File: src/sv/pbp_pkg.sv
// Shared types and constants for the perceptron branch predictor.
// Holds the controller state encoding and the command/status structs; no dependencies.
package pbp_pkg;

  // Default sizing of the predictor.
  localparam int ROW_COUNT_DEF      = 256;
  localparam int HISTORY_LENGTH_DEF = 32;
  localparam int WEIGHT_BITS_DEF    = 8;

  // Fixed field widths.
  localparam int PC_W   = 32;
  localparam int VADR_W = PC_W - 2;
  localparam int THR_W  = 10;
  localparam int CONF_W = 14;

  localparam logic [THR_W-1:0] THR_RESET = 10'd75;

  typedef enum logic [2:0] {
    ST_CLEAR,
    ST_IDLE,
    ST_MUL,
    ST_MOD,
    ST_READ,
    ST_SUM1,
    ST_SUM2,
    ST_UPDATE
  } pbp_state_t;

  typedef struct packed {
    logic clear;    // write a zero row and advance the clear pointer
    logic capture;  // latch the incoming branch
    logic mul;      // reciprocal multiply for the row index
    logic modr;     // remainder correction, latch the row index
    logic rd;       // read the selected row
    logic sum1;     // first adder-tree level
    logic sum2;     // second adder-tree level
    logic update;   // write back, shift history, load the result
  } pbp_cmd_t;

  typedef struct packed {
    logic clear_last;  // clear pointer on the last row
    logic out_free;    // result register can take a new transaction
  } pbp_status_t;

endpackage

File: src/sv/pbp_ctrl.sv
// Sequencer for the perceptron branch predictor.
// Depends on pbp_pkg for the state type and the command/status structs.
module pbp_ctrl (
  input  logic                clk,
  input  logic                rst_n,
  input  logic                in_valid,
  input  pbp_pkg::pbp_status_t status,
  output pbp_pkg::pbp_cmd_t    cmd,
  output logic                in_stall
);

  pbp_pkg::pbp_state_t state_r, state_nxt;

  always_ff @(posedge clk) begin
    if (!rst_n) begin
      state_r <= pbp_pkg::ST_CLEAR;
    end else begin
      state_r <= state_nxt;
    end
  end

  always_comb begin
    state_nxt = state_r;
    cmd       = '0;
    in_stall  = 1'b1;
    case (state_r)
      pbp_pkg::ST_CLEAR: begin
        cmd.clear = 1'b1;
        if (status.clear_last) begin
          state_nxt = pbp_pkg::ST_IDLE;
        end
      end
      pbp_pkg::ST_IDLE: begin
        in_stall = 1'b0;
        if (in_valid) begin
          cmd.capture = 1'b1;
          state_nxt   = pbp_pkg::ST_MUL;
        end
      end
      pbp_pkg::ST_MUL: begin
        cmd.mul   = 1'b1;
        state_nxt = pbp_pkg::ST_MOD;
      end
      pbp_pkg::ST_MOD: begin
        cmd.modr  = 1'b1;
        state_nxt = pbp_pkg::ST_READ;
      end
      pbp_pkg::ST_READ: begin
        cmd.rd    = 1'b1;
        state_nxt = pbp_pkg::ST_SUM1;
      end
      pbp_pkg::ST_SUM1: begin
        cmd.sum1  = 1'b1;
        state_nxt = pbp_pkg::ST_SUM2;
      end
      pbp_pkg::ST_SUM2: begin
        cmd.sum2  = 1'b1;
        state_nxt = pbp_pkg::ST_UPDATE;
      end
      pbp_pkg::ST_UPDATE: begin
        // hold until the result register frees up
        if (status.out_free) begin
          cmd.update = 1'b1;
          state_nxt  = pbp_pkg::ST_IDLE;
        end
      end
      default: begin
        state_nxt = pbp_pkg::ST_CLEAR;
      end
    endcase
  end

endmodule

File: config.mk
export PLATFORM = sky130hd
export DESIGN_NAME = pbp_ctrl
export DESIGN_NICKNAME = d
export VERILOG_FILES = /design/src/sv/pbp_pkg.sv /design/src/sv/pbp_ctrl.sv
export SDC_FILE = /design/constraint.sdc
export NUM_CORES = 1
export LEC_CHECK = 0
export BUFFER_PORTS_ARGS = -buffer_cell sky130_fd_sc_hd__buf_2
export CAP_MARGIN = 40
export CELL_PAD_IN_SITES_DETAIL_PLACEMENT = 1
export CELL_PAD_IN_SITES_GLOBAL_PLACEMENT = 2
export CORE_AREA = 4 4 41 43
export CTS_BUF_LIST = sky130_fd_sc_hd__clkbuf_16
export CTS_CLUSTER_SIZE = 24
export DETAILED_ROUTE_END_ITERATION = 16
export DIE_AREA = 0 0 45 47
export MAX_ROUTING_LAYER = met4
export PLACE_DENSITY = 0.65
export SYNTH_ARGS = -nofsm -noshare
export SYNTH_HDL_FRONTEND = slang
export SYNTH_SLANG_ARGS = --single-unit
export TNS_END_PERCENT = 10
File: constraint.sdc
create_clock -name clk -period 1.3 [get_ports clk]
set_clock_uncertainty 0.15 [all_clocks]
set_input_delay 0.26 -clock clk [delete_from_list [all_inputs] [get_ports clk]]
set_output_delay 0.26 -clock clk [all_outputs]
set_load 0.1 [all_outputs]
==> results.json <==
{
  "status": "finished with violations",
  "violations": "negative setup slack",
  "worst_ir_drop_vdd_uv": 1170,
  "die_w_um": 45,
  "drive_gt1_share_pct": 75.5,
  "synth.area.top_cells": "dfxtp_1 27%, nor3_1 6.6%, a221oi_2 6.6%",
  "first_global_vias": 333,
  "synth_top_cell_area_share_pct": 26.5,
  "clk_latency_ns": 0.23,
  "avgSynthCellArea_um2": 7.81,
  "finalNetCount": 59,
  "yosysSeqAreaShare_pct": 26.5,
  "firstDrtPassIters": 1,
  "endpoint_kind": "primary output",
  "fin_total_pwr_uw": 1070,
  "period_minus_slack_ns": 1.58,
  "viasPerCell": 4.38,
  "globalRouteOverflowTotal": 0,
  "synth_seq_cells": 3,
  "wl_per_cell_um": 13.5,
  "fin_crit_sh_pct": 121,
  "syn-cell-area_um2": 226,
  "ant_nets": 0,
  "worst_hold_slack_ns": 0.148,
  "vias": 298,
  "htreeDepth": 1,
  "pre_cts_slack_ns": -0.101,
  "crit_path_start_kind": "register",
  "grtUsageTotal_pct": 12.2,
  "die_h_um": 47,
  "drt_iter0_markers": 0,
  "drv_cap": 0,
  "syn_nets": 34,
  "wirelength_um": 920,
  "clock_path_buffers": 2,
  "cts_sinks": 3,
  "start_util_pct": 17.4,
  "synthCells": 29,
  "cts-root-buf": "clkbuf_16",
  "cts_made_buffers": 3,
  "hold_buffers": 0,
  "largest-register": "state_r",
  "crit_type": "register to primary output",
  "area_growth_pct": 190,
  "cp_max_fo": 4,
  "portBuffers": 13,
  "rows": 13,
  "slew_violations": 0,
  "antenna_found_initial": 0,
  "dpl.hpwl_um": 728,
  "p_leak_uw": 0.000283,
  "drcViolationCount": 0,
  "grt_max_degree": 6,
  "worstHoldPathType": "input port to register",
  "cts.clk_slew.worst_paths_ns": 0.03,
  "hold_viol": 0,
  "routabilityCongestion": 0.812,
  "largest_register_ffs": 3,
  "grt_setup_unrepaired": "true",
  "finish.utilization_pct": 50.4,
  "num_antenna_cells": 0,
  "final_cell_mix": "11 x buf_12, 6 x buf_4, 4 x buf_2",
  "layout_commonest_cell": "buf_12",
  "fmaxAchievable_ghz": 0.635,
  "power.density_nw_per_um2": 1640,
  "ios": 14,
  "fp.coreArea_um2": 1300,
  "synth_top_area_cell": "dfxtp_1",
  "critPathArrivalTime_ns": 1.17,
  "yosys_warnings": 0,
  "cts_tree": "yes",
  "fin_tns_setup_ns": -2.00,
  "die_area_um2": 2120,
  "synthDistinctLibCells": 18,
  "cp.required_ns": 0.89,
  "tightestPinTransition_ns": 0.226,
  "grt_pass1_wl_um": 1650,
  "maxSlewHeadroom_pct": 84.8,
  "finalSetupViolations": 9,
  "finalWorstSetupSlack_ns": -0.276,
  "reg_top3": "state_r x3"
}
==> per-layer routing <==
| metal | up-vias | GRT usage [%] | part of all wire (%) |
|---|---|---|---|
| met4 | 0 | 12.3 | 4.7 |
| li1 | 145 | - | - |
| met1 | 136 | 13.6 | 41 |
| met3 | 4 | 2.68 | 5.5 |
| met2 | 13 | 17.5 | 49 |
| met5 | - | - | 0 |
==> Yosys cell counts (all sizes together) <==
library cell / count
nor2: 6
dfxtp: 3
inv: 3
nor3: 3
and3: 2
buf: 2
nand2: 2
nand2b: 2
o21ai: 2
a21oi: 1
a221oi: 1
nor3b: 1
nor4: 1
==> per-stage QoR <==
stage | instance area [um2] | instances
after floorplan | 265 | 29
after global placement | 558 | 64
after detailed placement | 558 | 64
after CTS | 656 | 68
after global routing | 656 | 68
final | 656 | 68
==> final timing paths <==
path / from / to / slack (ns) / depth (start not counted)
setup reg to reg: state_r[1] / state_r[1] / 0.09 / 4
setup / recovery: state_r[2] / cmd[6] / -0.28 / 4
hold / removal: rst_n / state_r[1] / 0.15 / 3
hold reg to reg: state_r[0] / state_r[1] / 0.48 / 3
==> timing repair <==
| action | in CTS | in global routing |
|---|---|---|
| pin swaps | 3 | 0 |
| buffers inserted | 0 | 0 |
| gates resized for setup | 6 | 0 |
| setup endpoints to repair | 10 | 9 |
| endpoints found under the hold margin | 0 | 0 |
==> where the power goes <==
group / switching, uW / internal [uW]
Clock: 92.6 / 397
Combinational: 267 / 187
Sequential: 23.5 / 106
==> worst max-delay path, stage by stage (launching register included) <==
cell	delay, ns
dfxtp_2	0.34
nand2b_4	0.15
nand2b_4	0.16
nor2_4	0.10
buf_12	0.18
==> cell families (layout without fill, tap and decap cells) <==
group | count (synthesis) | in the layout | share of synthesized area (%)
AO/OA/AOI/OAI | 4 | 4 | 13.3
buffers and inverters | 5 | 29 | 13.3
AND/OR/NAND/NOR | 17 | 17 | 47.0
flip-flops | 3 | 3 | 26.5
==> final cells by class <==
| type | instances | area [um2] |
|---|---|---|
| timing repair buffer | 22 | 297 |
| clock buffer | 3 | 75.1 |
| inverter | 3 | 11.3 |
| sequential | 3 | 66.3 |
| tap | 15 | 18.8 |
| clock inverter | 1 | 3.75 |
| fill | 147 | 646 |
| multi-input combinational | 21 | 184 |
Note: power is estimated with default switching activity, not from simulation.
